==> src/design/lrg_pkg.sv <==
`default_nettype none
package lrg_pkg;

  localparam int COUNT_BITS_DEF  = 22;
  localparam int OUTPUT_RATE_DEF = 48000;
  localparam int MAX_OUT         = 16;
  localparam int K_W             = $clog2(MAX_OUT + 1);
  localparam int SAMPLE_W        = 16;
  localparam int FRAC_W          = 16;
  localparam int PHASE_FRAC_W    = 32;
  localparam int RATE_W          = 16;
  localparam int CHAN_W          = 2;
  localparam int VOL_W           = 7;
  localparam int GAIN_W          = 16;
  localparam int FRAME_CNT_W     = 22;
  localparam int CFG_IDX_W       = 3;
  localparam int CFG_DATA_W      = 22;
  localparam int DVD_W           = 48;
  localparam int DVS_W           = 24;
  localparam int DIV_CNT_W       = $clog2(DVD_W);

  localparam logic [RATE_W-1:0] RATE_MIN     = RATE_W'(8000);
  localparam logic [RATE_W-1:0] RATE_MAX     = RATE_W'(48000);
  localparam logic [RATE_W-1:0] RATE_RESET   = RATE_W'(48000);
  localparam logic [VOL_W-1:0]  VOL_MAX      = VOL_W'(100);
  localparam logic [VOL_W-1:0]  GAIN_SCALE   = VOL_W'(100);
  localparam logic [CHAN_W-1:0] CHAN_MONO    = CHAN_W'(1);
  localparam logic [CHAN_W-1:0] CHAN_RESET   = CHAN_W'(2);
  localparam logic signed [SAMPLE_W-1:0] SAT_MAX = 16'sh7fff;
  localparam logic signed [SAMPLE_W-1:0] SAT_MIN = 16'sh8000;

  typedef enum logic [CFG_IDX_W-1:0] {
    REG_SOURCE_RATE   = 3'd0,
    REG_CHANNEL_COUNT = 3'd1,
    REG_VOLUME        = 3'd2,
    REG_GAIN_NUM      = 3'd3,
    REG_GAIN_DEN      = 3'd4,
    REG_FRAME_COUNT   = 3'd5
  } cfg_reg_t;

  typedef enum logic [3:0] {
    ST_IDLE,
    ST_STEP,
    ST_STEP_WAIT,
    ST_CHECK,
    ST_LERP,
    ST_MUL1,
    ST_MUL2,
    ST_DIV,
    ST_DIV_WAIT,
    ST_SAT,
    ST_EMIT,
    ST_FINISH
  } lrg_state_t;

  typedef struct packed {
    logic in_load;
    logic step_start;
    logic step_load;
    logic lerp;
    logic mul1;
    logic mul2;
    logic gain_start;
    logic sat;
    logic emit;
    logic finish;
    logic ch;
  } lrg_cmd_t;

  typedef struct packed {
    logic step_ok;
    logic emit_ok;
    logic out_free;
    logic div_done;
  } lrg_sts_t;

endpackage
`default_nettype wire

==> src/design/lrg_if.sv <==
`default_nettype none
interface lrg_in_if;
  import lrg_pkg::*;
  logic                       valid;
  logic                       ready;
  logic signed [SAMPLE_W-1:0] left_sample;
  logic signed [SAMPLE_W-1:0] right_sample;
  logic                       last_frame;
  modport source (output valid, left_sample, right_sample, last_frame, input ready);
  modport sink (input valid, left_sample, right_sample, last_frame, output ready);
endinterface

interface lrg_out_if;
  import lrg_pkg::*;
  logic                       valid;
  logic                       ready;
  logic signed [SAMPLE_W-1:0] left_out;
  logic signed [SAMPLE_W-1:0] right_out;
  logic                       last_out;
  modport source (output valid, left_out, right_out, last_out, input ready);
  modport sink (input valid, left_out, right_out, last_out, output ready);
endinterface
`default_nettype wire

==> src/design/lrg_div.sv <==
`default_nettype none
module lrg_div
  import lrg_pkg::*;
(
  input  wire logic             clk,
  input  wire logic             rst,
  input  wire logic             start,
  input  wire logic [DVD_W-1:0] dividend,
  input  wire logic [DVS_W-1:0] divisor,
  output logic                  done,
  output logic [DVD_W-1:0]      quotient
);

  logic                 busy;
  logic [DIV_CNT_W-1:0] cnt;
  logic [DVS_W-1:0]     dvs;
  logic [DVS_W-1:0]     rem;
  logic [DVS_W:0]       rem_sh;
  logic                 ge;

  assign rem_sh = {rem, quotient[DVD_W-1]};
  assign ge     = rem_sh >= {1'b0, dvs};

  always_ff @(posedge clk) begin
    if (rst) begin
      busy <= 1'b0;
      done <= 1'b0;
      cnt  <= '0;
    end else begin
      done <= 1'b0;
      if (start) begin
        busy <= 1'b1;
        cnt  <= DIV_CNT_W'(DVD_W - 1);
      end else if (busy) begin
        cnt <= cnt - 1'b1;
        if (cnt == '0) begin
          busy <= 1'b0;
          done <= 1'b1;
        end
      end
    end
  end

  always_ff @(posedge clk) begin
    if (start) begin
      quotient <= dividend;
      dvs      <= divisor;
      rem      <= '0;
    end else if (busy) begin
      rem      <= ge ? DVS_W'(rem_sh - {1'b0, dvs}) : DVS_W'(rem_sh);
      quotient <= {quotient[DVD_W-2:0], ge};
    end
  end

endmodule
`default_nettype wire

==> src/design/lrg_ctrl.sv <==
`default_nettype none
module lrg_ctrl
  import lrg_pkg::*;
(
  input  wire logic     clk,
  input  wire logic     rst,
  input  wire logic     in_valid,
  output logic          in_ready,
  input  wire lrg_sts_t sts,
  output lrg_cmd_t      cmd
);

  lrg_state_t state, state_next;
  logic       ch, ch_next;

  always_ff @(posedge clk) begin
    if (rst) begin
      state <= ST_IDLE;
      ch    <= 1'b0;
    end else begin
      state <= state_next;
      ch    <= ch_next;
    end
  end

  always_comb begin
    state_next = state;
    ch_next    = ch;
    unique case (state)
      ST_IDLE: begin
        if (!sts.step_ok) state_next = ST_STEP;
        else if (in_valid) state_next = ST_CHECK;
      end
      ST_STEP:      state_next = ST_STEP_WAIT;
      ST_STEP_WAIT: if (sts.div_done) state_next = ST_IDLE;
      ST_CHECK:     state_next = sts.emit_ok ? ST_LERP : ST_FINISH;
      ST_LERP: begin
        state_next = ST_MUL1;
        ch_next    = 1'b0;
      end
      ST_MUL1:      state_next = ST_MUL2;
      ST_MUL2:      state_next = ST_DIV;
      ST_DIV:       state_next = ST_DIV_WAIT;
      ST_DIV_WAIT:  if (sts.div_done) state_next = ST_SAT;
      ST_SAT: begin
        if (ch) begin
          state_next = ST_EMIT;
        end else begin
          state_next = ST_MUL1;
          ch_next    = 1'b1;
        end
      end
      ST_EMIT:      if (sts.out_free) state_next = ST_CHECK;
      ST_FINISH:    state_next = ST_IDLE;
      default:      state_next = ST_IDLE;
    endcase
  end

  always_comb begin
    cmd      = '0;
    cmd.ch   = ch;
    in_ready = 1'b0;
    unique case (state)
      ST_IDLE: begin
        in_ready    = sts.step_ok;
        cmd.in_load = sts.step_ok && in_valid;
      end
      ST_STEP:      cmd.step_start = 1'b1;
      ST_STEP_WAIT: cmd.step_load  = sts.div_done;
      ST_LERP:      cmd.lerp       = 1'b1;
      ST_MUL1:      cmd.mul1       = 1'b1;
      ST_MUL2:      cmd.mul2       = 1'b1;
      ST_DIV:       cmd.gain_start = 1'b1;
      ST_SAT:       cmd.sat        = 1'b1;
      ST_EMIT:      cmd.emit       = sts.out_free;
      ST_FINISH:    cmd.finish     = 1'b1;
      default:      cmd            = '0;
    endcase
  end

endmodule
`default_nettype wire

==> src/design/lrg_datapath.sv <==
`default_nettype none
module lrg_datapath
  import lrg_pkg::*;
#(
  parameter int COUNT_BITS  = COUNT_BITS_DEF,
  parameter int OUTPUT_RATE = OUTPUT_RATE_DEF
) (
  input  wire logic                       clk,
  input  wire logic                       rst,
  input  wire logic                       cfg_we,
  input  wire logic [CFG_IDX_W-1:0]       cfg_index,
  input  wire logic [CFG_DATA_W-1:0]      cfg_data,
  input  wire logic signed [SAMPLE_W-1:0] left_sample,
  input  wire logic signed [SAMPLE_W-1:0] right_sample,
  input  wire logic                       last_frame,
  input  wire lrg_cmd_t                   cmd,
  output lrg_sts_t                        sts,
  output logic                            out_valid,
  input  wire logic                       out_ready,
  output logic signed [SAMPLE_W-1:0]      left_out,
  output logic signed [SAMPLE_W-1:0]      right_out,
  output logic                            last_out
);

  localparam int PW = COUNT_BITS + PHASE_FRAC_W;

  logic [RATE_W-1:0]      source_rate;
  logic [CHAN_W-1:0]      channel_count;
  logic [VOL_W-1:0]       volume_percent;
  logic [GAIN_W-1:0]      gain_numerator;
  logic [GAIN_W-1:0]      gain_denominator;
  logic [FRAME_CNT_W-1:0] output_frame_count;

  logic                   step_ok;
  logic [DVD_W-1:0]       step;
  logic [PW-1:0]          phase;
  logic [COUNT_BITS-1:0]  emitted;
  logic [COUNT_BITS-1:0]  received;
  logic [K_W-1:0]         k;

  logic signed [SAMPLE_W-1:0] prior_left, prior_right, cur_left, cur_right;
  logic                       cur_last;
  logic signed [SAMPLE_W-1:0] lerp_left, lerp_right, res_left, res_right;
  logic signed [32:0]         prod1;
  logic signed [40:0]         prod2;
  logic                       neg;

  logic [COUNT_BITS-1:0]  count;
  logic [COUNT_BITS-1:0]  idx;
  logic                   in_span;
  logic [RATE_W-1:0]      rate_c;
  logic [VOL_W-1:0]       vol_c;
  logic [GAIN_W-1:0]      den_c;
  logic [DVS_W-1:0]       den100;
  logic [DVD_W-1:0]       div_dvd;
  logic [DVS_W-1:0]       div_dvs;
  logic                   div_done;
  logic [DVD_W-1:0]       quotient;
  logic [FRAC_W-1:0]      frac;
  logic signed [SAMPLE_W-1:0] a_l, a_r, b_l, b_r, v_l, v_r, gain_in, sat_val;
  logic signed [33:0]     lp_l, lp_r;
  logic signed [40:0]     mag2;

  // configuration
  always_ff @(posedge clk) begin
    if (rst) begin
      source_rate        <= RATE_RESET;
      channel_count      <= CHAN_RESET;
      volume_percent     <= VOL_MAX;
      gain_numerator     <= GAIN_W'(1);
      gain_denominator   <= GAIN_W'(1);
      output_frame_count <= FRAME_CNT_W'(1);
    end else if (cfg_we) begin
      unique case (cfg_index)
        REG_SOURCE_RATE:   source_rate        <= cfg_data[RATE_W-1:0];
        REG_CHANNEL_COUNT: channel_count      <= cfg_data[CHAN_W-1:0];
        REG_VOLUME:        volume_percent     <= cfg_data[VOL_W-1:0];
        REG_GAIN_NUM:      gain_numerator     <= cfg_data[GAIN_W-1:0];
        REG_GAIN_DEN:      gain_denominator   <= cfg_data[GAIN_W-1:0];
        REG_FRAME_COUNT:   output_frame_count <= cfg_data[FRAME_CNT_W-1:0];
        default: ;
      endcase
    end
  end

  assign rate_c = (source_rate < RATE_MIN) ? RATE_MIN :
                  (source_rate > RATE_MAX) ? RATE_MAX : source_rate;
  assign vol_c  = (volume_percent > VOL_MAX) ? VOL_MAX : volume_percent;
  assign den_c  = (gain_denominator == '0) ? GAIN_W'(1) : gain_denominator;
  assign den100 = DVS_W'(den_c * GAIN_SCALE);

  assign count  = (COUNT_BITS'({32'd0, output_frame_count}) == '0) ? COUNT_BITS'(1)
                : COUNT_BITS'({32'd0, output_frame_count});
  assign idx     = phase[PW-1:PHASE_FRAC_W];
  assign frac    = phase[PHASE_FRAC_W-1:PHASE_FRAC_W-FRAC_W];
  assign in_span = (received != '0) && (idx < received);

  assign sts.step_ok  = step_ok;
  assign sts.emit_ok  = (k < K_W'(MAX_OUT)) && (emitted < count) && (in_span || cur_last);
  assign sts.out_free = !out_valid || out_ready;
  assign sts.div_done = div_done;

  // shared serial divider: phase step and gain
  assign mag2    = neg ? -prod2 : prod2;
  assign div_dvd = cmd.step_start ? {rate_c, 32'd0} : DVD_W'(mag2[39:0]);
  assign div_dvs = cmd.step_start ? DVS_W'(OUTPUT_RATE) : den100;

  lrg_div u_div (
    .clk      (clk),
    .rst      (rst),
    .start    (cmd.step_start || cmd.gain_start),
    .dividend (div_dvd),
    .divisor  (div_dvs),
    .done     (div_done),
    .quotient (quotient)
  );

  always_ff @(posedge clk) begin
    if (rst) begin
      step_ok <= 1'b0;
    end else if (cfg_we && cfg_index == REG_SOURCE_RATE) begin
      step_ok <= 1'b0;
    end else if (cmd.step_load) begin
      step_ok <= 1'b1;
    end
  end

  always_ff @(posedge clk) begin
    if (cmd.step_load) step <= quotient;
  end

  // interpolation
  assign a_l = in_span ? prior_left  : cur_left;
  assign a_r = in_span ? prior_right : cur_right;
  assign b_l = cur_left;
  assign b_r = cur_right;
  assign lp_l = ($signed({b_l[15], b_l}) - $signed({a_l[15], a_l})) * $signed({1'b0, frac});
  assign lp_r = ($signed({b_r[15], b_r}) - $signed({a_r[15], a_r})) * $signed({1'b0, frac});
  assign v_l  = a_l + SAMPLE_W'(lp_l >>> FRAC_W);
  assign v_r  = a_r + SAMPLE_W'(lp_r >>> FRAC_W);

  assign gain_in = cmd.ch ? lerp_right : lerp_left;

  always_comb begin
    if (neg) begin
      sat_val = (quotient > DVD_W'(32768)) ? SAT_MIN : SAMPLE_W'(-quotient);
    end else begin
      sat_val = (quotient > DVD_W'(32767)) ? SAT_MAX : SAMPLE_W'(quotient);
    end
  end

  always_ff @(posedge clk) begin
    if (cmd.in_load) begin
      cur_left  <= left_sample;
      cur_right <= (channel_count == CHAN_MONO) ? left_sample : right_sample;
      cur_last  <= last_frame;
    end
    if (cmd.lerp) begin
      lerp_left  <= v_l;
      lerp_right <= v_r;
    end
    if (cmd.mul1) prod1 <= gain_in * $signed({1'b0, gain_numerator});
    if (cmd.mul2) begin
      prod2 <= prod1 * $signed({1'b0, vol_c});
      neg   <= prod1[32];
    end
    if (cmd.sat && !cmd.ch) res_left <= sat_val;
    if (cmd.sat && cmd.ch) res_right <= sat_val;
  end

  // clip state
  always_ff @(posedge clk) begin
    if (rst) begin
      prior_left  <= '0;
      prior_right <= '0;
      phase       <= '0;
      emitted     <= '0;
      received    <= '0;
      k           <= '0;
    end else begin
      if (cmd.in_load) k <= '0;
      if (cmd.emit) begin
        emitted <= emitted + 1'b1;
        phase   <= phase + PW'(step);
        k       <= k + 1'b1;
      end
      if (cmd.finish) begin
        if (cur_last) begin
          prior_left  <= '0;
          prior_right <= '0;
          phase       <= '0;
          emitted     <= '0;
          received    <= '0;
        end else begin
          prior_left  <= cur_left;
          prior_right <= cur_right;
          received    <= received + 1'b1;
        end
      end
    end
  end

  // result register
  always_ff @(posedge clk) begin
    if (rst) begin
      out_valid <= 1'b0;
    end else if (cmd.emit) begin
      out_valid <= 1'b1;
    end else if (out_ready) begin
      out_valid <= 1'b0;
    end
  end

  always_ff @(posedge clk) begin
    if (cmd.emit) begin
      left_out  <= res_left;
      right_out <= res_right;
      last_out  <= (emitted + 1'b1) == count;
    end
  end

endmodule
`default_nettype wire

==> src/design/linear_resampler_with_gain.sv <==
`default_nettype none
// channel    | dir | payload                                   | transfer
// frames     | in  | left_sample, right_sample, last_frame     | valid & ready
// resampled  | out | left_out, right_out, last_out             | valid & ready
// cfg        | in  | cfg_index, cfg_data                       | cfg_we
//
// after reset or a source_rate write the phase step is worked out on the
// serial divider before the first frame is taken
// each output frame takes two gain divisions on the shared
// one-bit-per-cycle divider plus check, interpolate, multiply,
// saturate and emit steps
// a source frame passes the idle, check and finish states plus the steps of each output it emits (0 to 16)
// a stalled result waits in the output register; emission waits only when a
// second result is ready before the first is taken
module linear_resampler_with_gain
  import lrg_pkg::*;
#(
  parameter int COUNT_BITS  = COUNT_BITS_DEF,
  parameter int OUTPUT_RATE = OUTPUT_RATE_DEF
) (
  input  wire logic                  clk,
  input  wire logic                  rst,
  lrg_in_if.sink                     frames,
  lrg_out_if.source                  resampled,
  input  wire logic                  cfg_we,
  input  wire logic [CFG_IDX_W-1:0]  cfg_index,
  input  wire logic [CFG_DATA_W-1:0] cfg_data
);

  lrg_cmd_t cmd;
  lrg_sts_t sts;

  lrg_ctrl u_ctrl (
    .clk      (clk),
    .rst      (rst),
    .in_valid (frames.valid),
    .in_ready (frames.ready),
    .sts      (sts),
    .cmd      (cmd)
  );

  lrg_datapath #(
    .COUNT_BITS  (COUNT_BITS),
    .OUTPUT_RATE (OUTPUT_RATE)
  ) u_datapath (
    .clk          (clk),
    .rst          (rst),
    .cfg_we       (cfg_we),
    .cfg_index    (cfg_index),
    .cfg_data     (cfg_data),
    .left_sample  (frames.left_sample),
    .right_sample (frames.right_sample),
    .last_frame   (frames.last_frame),
    .cmd          (cmd),
    .sts          (sts),
    .out_valid    (resampled.valid),
    .out_ready    (resampled.ready),
    .left_out     (resampled.left_out),
    .right_out    (resampled.right_out),
    .last_out     (resampled.last_out)
  );

endmodule
`default_nettype wire

==> src/flat_wrapper.sv <==
// flat-port wrapper written by rule: the top's interface ports become plain ports
module linear_resampler_with_gain_flat import lrg_pkg::*;
#(
  parameter int COUNT_BITS  = COUNT_BITS_DEF,
  parameter int OUTPUT_RATE = OUTPUT_RATE_DEF
)
  (clk, rst, cfg_we, cfg_index, cfg_data, frames_valid, frames_left_sample, frames_right_sample, frames_last_frame, frames_ready, resampled_valid, resampled_left_out, resampled_right_out, resampled_last_out, resampled_ready);
  lrg_in_if frames_i ();
  lrg_out_if resampled_i ();
  input  wire logic clk;
  input  wire logic rst;
  input  wire logic cfg_we;
  input  wire logic [CFG_IDX_W-1:0] cfg_index;
  input  wire logic [CFG_DATA_W-1:0] cfg_data;
  input wire logic [$bits(frames_i.valid)-1:0] frames_valid;
  input wire logic [$bits(frames_i.left_sample)-1:0] frames_left_sample;
  input wire logic [$bits(frames_i.right_sample)-1:0] frames_right_sample;
  input wire logic [$bits(frames_i.last_frame)-1:0] frames_last_frame;
  output wire logic [$bits(frames_i.ready)-1:0] frames_ready;
  output wire logic [$bits(resampled_i.valid)-1:0] resampled_valid;
  output wire logic [$bits(resampled_i.left_out)-1:0] resampled_left_out;
  output wire logic [$bits(resampled_i.right_out)-1:0] resampled_right_out;
  output wire logic [$bits(resampled_i.last_out)-1:0] resampled_last_out;
  input wire logic [$bits(resampled_i.ready)-1:0] resampled_ready;
  assign frames_i.valid = frames_valid;
  assign frames_i.left_sample = frames_left_sample;
  assign frames_i.right_sample = frames_right_sample;
  assign frames_i.last_frame = frames_last_frame;
  assign frames_ready = frames_i.ready;
  assign resampled_valid = resampled_i.valid;
  assign resampled_left_out = resampled_i.left_out;
  assign resampled_right_out = resampled_i.right_out;
  assign resampled_last_out = resampled_i.last_out;
  assign resampled_i.ready = resampled_ready;
  linear_resampler_with_gain #(.COUNT_BITS(COUNT_BITS), .OUTPUT_RATE(OUTPUT_RATE)) u_core (.clk(clk), .rst(rst), .frames(frames_i), .resampled(resampled_i), .cfg_we(cfg_we), .cfg_index(cfg_index), .cfg_data(cfg_data));
endmodule
==> config.mk <==
export PLATFORM = sky130hd
export DESIGN_NAME = linear_resampler_with_gain_flat
export DESIGN_NICKNAME = d
export VERILOG_FILES = /design/src/design/lrg_pkg.sv /design/src/design/lrg_if.sv /design/src/design/lrg_div.sv /design/src/design/lrg_ctrl.sv /design/src/design/lrg_datapath.sv /design/src/design/linear_resampler_with_gain.sv /design/src/flat_wrapper.sv
export SDC_FILE = /design/constraint.sdc
export NUM_CORES = 2
export LEC_CHECK = 0
export BUFFER_PORTS_ARGS = -buffer_cell sky130_fd_sc_hd__buf_2
export CAP_MARGIN = 0
export CORE_UTILIZATION = 65
export DETAILED_ROUTE_END_ITERATION = 16
export HOLD_SLACK_MARGIN = 0.05
export PLACE_DENSITY_LB_ADDON = 0.1
export RECOVER_POWER = 50
export SETUP_SLACK_MARGIN = 0.2
export SYNTH_ARGS = -nofsm -noshare
export SYNTH_HDL_FRONTEND = slang
export SYNTH_SLANG_ARGS = --single-unit
==> constraint.sdc <==
create_clock -name clk -period 16.05 [get_ports clk]
set_clock_uncertainty 0.15 [all_clocks]
set_input_delay 3.21 -clock clk [delete_from_list [all_inputs] [get_ports clk]]
set_output_delay 3.21 -clock clk [all_outputs]
set_load 0.01 [all_outputs]
Word level (Yosys, flattened, before mapping)

Index checks and enable logic that the tools add are counted.

$lt $le $gt $ge: 9
Mux-type cells: 57
Bitwise operators: 1
Reductions and logical operators: 33
Multipliers: 5
Equality and inequality tests: 22
$add $sub $neg: 12

Operators with widths:

| operator                | number |
|---|---|
| $mux W16                | 12 |
| $mux W54                | 3 |
| $mux W48                | 3 |
| $mux W22                | 5 |
| $mul A17 B17 Y32        | 2 |
| $add A54 B48 Y54        | 1 |
| $gt A48 B15 Y1 const B  | 1 |
| $gt A48 B16 Y1 const B  | 1 |
| $add A22 B1 Y22 const B | 2 |
| $lt A22 B22 Y1          | 2 |
| $pmux W4 S11            | 1 |
| $mul A33 B8 Y40         | 1 |
| $mux W40                | 1 |
| $neg A40 Y40            | 1 |
| $sub A16 B16 Y17        | 2 |
| $mul A16 B17 Y33        | 1 |
| $add A16 B16 Y16        | 2 |
| $mux W4                 | 7 |
| $ge A25 B24 Y1          | 1 |
| $mux W24                | 1 |
| $sub A24 B24 Y24        | 1 |
| $eq A22 B22 Y1          | 1 |
| $logic_not A22 Y1       | 1 |
| $reduce_bool A22 Y1     | 1 |
| other kinds (37)        | 85 |

Output and inout bits: 35
Input port bits: 63
Register bits after elaboration: 577

Logic depth before layout (Yosys ltp)

Depth after elaboration: 7
Depth in mapped cells: 54
Depth with buffers taken out: 52

Cells and area by module

From an unflattened synthesis, not the netlist that was laid out.

Cells, all modules: 7465
Area, all modules: 68733.4 um^2

By module, submodules not included:

| module       | times used | seq. area each (um^2) | cells each | area each (um^2) |
|---|---|---|---|---|
| lrg_datapath | 1          | 11891.4               | 6893       | 62626.3 |
| lrg_div      | 1          | 2802.7                | 500        | 5545.3 |
| lrg_ctrl     | 1          | 100.1                 | 72         | 561.8 |

Worst setup path after synthesis

No wires, ideal clock.

Path type: register to register
Start point: reg u_core.u_datapath.received[15]
End point: reg u_core.u_datapath.lerp_right[15], data pin
Clock period less this slack: 12.378 ns
Cell stages (with the launch flop): 51
Path slack: 3.672 ns
Data arrival time: 11.968 ns
Path through: dfxtp_1 > inv_1 > ha_1 > a211oi_1 > nor2_1 > o31ai_1 > o21ai_1 > nor2_1 > clkbuf_1 > buf_1 > mux2_2 > inv_1 > ha_1 > a21oi_1 > nor3b_1 > a22oi_1 > a41o_1 > nor2_1 > (+15 left out) > ha_1 > a211o_1 > o41ai_2 > or3_1 > a21oi_1 > o41a_1 > a41o_1 > o41a_1 > and4_4 > a2111oi_4 > o21bai_2 > xor2_1 > ha_1 > nor4_1 > o211ai_1 > o211ai_1 > xnor3_1 > xor2_1

Word-level cells in the longest chain between the ends: 6
Elaborated cells on any way between the ends: 7
Classes of those cells: 2 x add/sub; 1 x mul; 1 x order compare; 1 x mux; 2 x reduce/logical

RTL lines:

| item                                                  | line                | RTL |
|---|---|---|
| start, declared                                       | lrg_datapath.sv:38  | `logic [COUNT_BITS-1:0] received;` |
| start signal, assigned                                | lrg_datapath.sv:197 | `received <= received + 1'b1;` |
| $lt A22 B22 Y1 or $reduce_bool A22 Y1 (tied branches) | lrg_datapath.sv:96  | `assign in_span = (received != '0) && (idx < received);` |
| $logic_and A1 B1 Y1 (*)                               | lrg_datapath.sv:96  |  |
| $mux W16 (*)                                          | lrg_datapath.sv:134 | `assign a_r = in_span ? prior_right : cur_right;` |
| $sub A16 B16 Y17                                      | lrg_datapath.sv:138 | `assign lp_r = ($signed({b_r[15], b_r}) - $signed({a_r[15], a_r})) * $signed({1'b0, frac});` |
| $mul A17 B17 Y32                                      | lrg_datapath.sv:138 |  |
| $add A16 B16 Y16 (*)                                  | lrg_datapath.sv:140 | `assign v_r = a_r + SAMPLE_W'(lp_r >>> FRAC_W);` |
| via u_core.u_datapath.v_r[15]                         | lrg_datapath.sv:60  | `logic signed [SAMPLE_W-1:0] a_l, a_r, b_l, b_r, v_l, v_r, gain_in, sat_val;` |
| end signal, assigned                                  | lrg_datapath.sv:160 | `lerp_right <= v_r;` |
| end, declared                                         | lrg_datapath.sv:43  | `logic signed [SAMPLE_W-1:0] lerp_left, lerp_right, res_left, res_right;` |

Mark *: on every way through the listed nets, which the timed path passes. The rest lies on a longest branch.
A chain may end at the register's enable or synchronous reset.

Worst setup path in the final report

Start point: reg u_core.u_datapath.received[15]
End point: reg u_core.u_datapath.lerp_left[15], data pin

Word-level cells in the longest chain between the ends: 6
Elaborated cells on any way between the ends: 7
Classes of those cells: 2 x add/sub; 1 x mul; 1 x order compare; 1 x mux; 2 x reduce/logical

RTL lines:

| item                                                  | line                | RTL |
|---|---|---|
| $lt A22 B22 Y1 or $reduce_bool A22 Y1 (tied branches) | lrg_datapath.sv:96  |  |
| $logic_and A1 B1 Y1 (*)                               | lrg_datapath.sv:96  |  |
| $mux W16 (*)                                          | lrg_datapath.sv:133 | `assign a_l = in_span ? prior_left : cur_left;` |
| $sub A16 B16 Y17                                      | lrg_datapath.sv:137 | `assign lp_l = ($signed({b_l[15], b_l}) - $signed({a_l[15], a_l})) * $signed({1'b0, frac});` |
| $mul A17 B17 Y32                                      | lrg_datapath.sv:137 |  |
| $add A16 B16 Y16 (*)                                  | lrg_datapath.sv:139 | `assign v_l = a_l + SAMPLE_W'(lp_l >>> FRAC_W);` |
| via u_core.u_datapath.v_l[15]                         | lrg_datapath.sv:60  |  |
| end signal, assigned                                  | lrg_datapath.sv:159 | `lerp_left <= v_l;` |
| end, declared                                         | lrg_datapath.sv:43  |  |

Marks and branches as above.

==> results.toml <==
[die]
die_y_um = 324
num_io_pins = 98
die-area_mm2 = 0.105
fp-row-count = 117
start_util_pct = 65.9
die_w_um = 324
core_mm2 = 0.102

[timing]
finalSetupViolations = 0
slew_violations = 531
fin_setup_tns_ps = 0
fin_ws_ps = 2090
holdWs_ps = 263
fmax_mhz = 71.6
finalHoldViolCount = 0
slew_headroom_pct = -105
fin_crit_sh_pct = 87.0
worstMarginPinSlew_ps = 3060
grt_setup_unrepaired = "no"
fin_crit_ps = 13960

[synth]
synth_most_common_cell = "inv_1"
async_reset_ff_share_pct = 0
ys_top_cells_by_count = "1330 x inv_1, 980 x nand2_1, 906 x fa_1"
synth_top_area_share_pct = 26.9
ys_seq_elements = 574
synth_edf_count = 321
syn-num-nets = 8957
synth_cell_types = 77
netlist_instances = 7391
synth_top_area_cell = "fa_1"
yosysWarningCount = 0
synth.avg_cell_area_um2 = 9.13
synthTopCellsByArea = "fa_1 27%, edfxtp_1 14%, ha_1 11%"
ys.flop_type = "edfxtp_1"
syn_area_mm2 = 0.0675
ys_seq_area_share_pct = 21.8

[clocking]
cts_tree = "done"
h-tree-depth = 3
root_buffer = "clkbuf_16"
post_cts_buffers = 0
clock_path_buffers = 3
cts_resized = 0
postCtsHoldBufs = 0
cts.sinks = 574
clk_latency_ps = 660
cts_buffers = 66
clkTransAtPathRegs_ps = 60

[pwr]
cellLeakagePower_nw = 34.1
ir_worst_vdd_v = 0.000109
power.density_mw_per_mm2 = 68.3

[global_routing]
grt_first_pass_wirelength_um = 268000
antenna_found_initial = 5
grt-ovfl-total = 0
grt_start_max_net_pins = 88
track_usage_pct = 32.5
grt_pass1_vias = 50600

[critical_path]
worst-path-max-fanout = 30
cp_common_cell = "inv_1"
startpoint_type = "flop"
required_ps = 16270
r2r_slack_ps = 2090
path_class = "reg -> reg"
crit_family = "adder cells"
slowest_delay_ps = 570
worstSetupEndpointType = "flop"
cpMaxStageDelayCell = "o21ai_1"
crit_buf_inv = 10
worst-endpoint-arrival_ps = 14180

[layout]
antennaDiodeCount = 0
syn2layout_area_growth_pct = 6.21
final_nets = 8949
final_cell_count_no_fill = 8800
drive_gt1_share_pct = 4.97

[route]
remaining_drc_errors = 0
num_vias = 50500
wl_per_cell_um = 18.8
drt-initial-drc-count = 4006
ant_nets = 0
drt-total-wl_um = 166000
vias_per_cell = 5.74
firstDrtPassIters = 5

[status]
outcome = "finished with violations"
violations = "max-capacitance violations, max-slew violations"

[run]
maxCapViolCount = 12

[hold_path]
hold_class = "reg -> reg"

[placed_design]
gp_congestion = 0.913
hpwl_um = 127000
portBuffers = 97
dp_slack_ps = 2520
place_inst = 8683
worst paths after layout:
| check | from | endpoint | cells past startpoint |
|---|---|---|---|
| min | u_core.u_datapath.res_left[13]$_DFFE_PP_ | u_core.u_datapath.left_out[13]$_DFFE_PP_ | 0 |
| min reg2reg | u_core.u_datapath.res_left[13]$_DFFE_PP_ | u_core.u_datapath.left_out[13]$_DFFE_PP_ | 0 |
| max reg2reg | u_core.u_datapath.received[15]$_SDFFE_PP0N_ | u_core.u_datapath.lerp_left[15]$_DFFE_PP_ | 53 |
| max | u_core.u_datapath.received[15]$_SDFFE_PP0N_ | u_core.u_datapath.lerp_left[15]$_DFFE_PP_ | 53 |
power breakdown:
part           leakage [nW]  total (mW)  internal [mW]  switching [mW]
Sequential             4.98        1.98           1.80           0.180
Clock                  1.06        1.55          0.889           0.665
Combinational          28.1        1.36          0.525           0.839
Total                  34.1        4.90           3.21            1.68
registers in the layout, summed over array words and instances, names as in the netlist, 21 cells and up:
name and count:
u_core.u_datapath.u_div.rem 24, u_core.u_datapath.prod1 33, u_core.u_datapath.u_div.dvs 21, u_core.u_datapath.emitted 22, u_core.u_datapath.step 48, u_core.u_datapath.received 22, u_core.u_datapath.output_frame_count 22, u_core.u_datapath.u_div.quotient 48
u_core.u_datapath.phase 54, u_core.u_datapath.prod2 40
cell families after synthesis:
logic type / Yosys count / share of synthesized area [%]
simple gates: 2334 / 16.7
compound gates: 956 / 8.84
xor+xnor: 352 / 4.61
fa+ha+maj: 1504 / 38.0
buf+inv: 1600 / 8.90
mux: 71 / 1.15
flops: 574 / 21.8
placed cells by master, fill, tap and decap left out, drive strengths merged, types with 12 or more instances in the layout:
| cell | instances |
|---|---|
| a31oi | 29 |
| inv | 1332 |
| nor3 | 74 |
| nor2b | 136 |
| nor2 | 296 |
| nand2 | 980 |
| o211ai | 16 |
| and2 | 393 |
| or4 | 12 |
| o21ai | 175 |
| and3 | 104 |
| dfxtp | 253 |
| nand2b | 54 |
| nand4 | 33 |
| xor2 | 130 |
| nand3 | 103 |
| a211o | 19 |
| a21boi | 13 |
| a211oi | 30 |
| a21o | 110 |
| ha | 597 |
| buf | 165 |
| clkinv | 17 |
| nor4 | 33 |
| mux2 | 54 |
| fa | 906 |
| nand3b | 17 |
| or2 | 25 |
| xnor2 | 220 |
| mux2i | 17 |
| clkbuf | 115 |
| o31ai | 28 |
| a21oi | 374 |
| o21a | 36 |
| edfxtp | 321 |
| o21bai | 26 |
| or3 | 49 |
layer usage:
| metal | GRT usage [%] | share of wire [%] | vias up | wire length (µm) |
|---|---|---|---|---|
| met1 | 46.1 | 43 | 25000 | 71800 |
| met5 | 0 | 0.016 | - | 26 |
| met2 | 51.8 | 46 | 1707 | 76800 |
| li1 | - | - | 23500 | - |
| met3 | 4.63 | 7.3 | 298 | 12200 |
| met4 | 10.0 | 3.0 | 4 | 4900 |
cell type report:
type	count	area (µm²)
multi-input cells	5217	46900
repair buffers	194	1150
clock buffers	86	1800
clock inverters	31	440
fillers	8092	30700
flip-flops and latches	574	14700
well taps	1368	1710
inverters	1330	4990
metrics by stage:
step / area [µm²] / utilization, % / total power [mW]
global route: 71700 / 70.0 / 5.17
CTS: 71800 / 70.1 / 4.90
floorplan: 67500 / - / 2.94
finish: 71700 / 70.0 / 4.90
global placement: 69500 / 67.9 / 3.31
detailed placement: 69500 / 67.9 / 3.34
worst register-to-register path, delay by kind of cell (launching register included):
family / cells / cell delay [ps]
fa+ha+maj: 12 / 4710
compound gates: 16 / 4430
simple gates: 12 / 2520
buf+inv: 10 / 1160
flops: 1 / 390
xor+xnor: 3 / 340
Note: power is estimated with default switching activity, not from simulation.
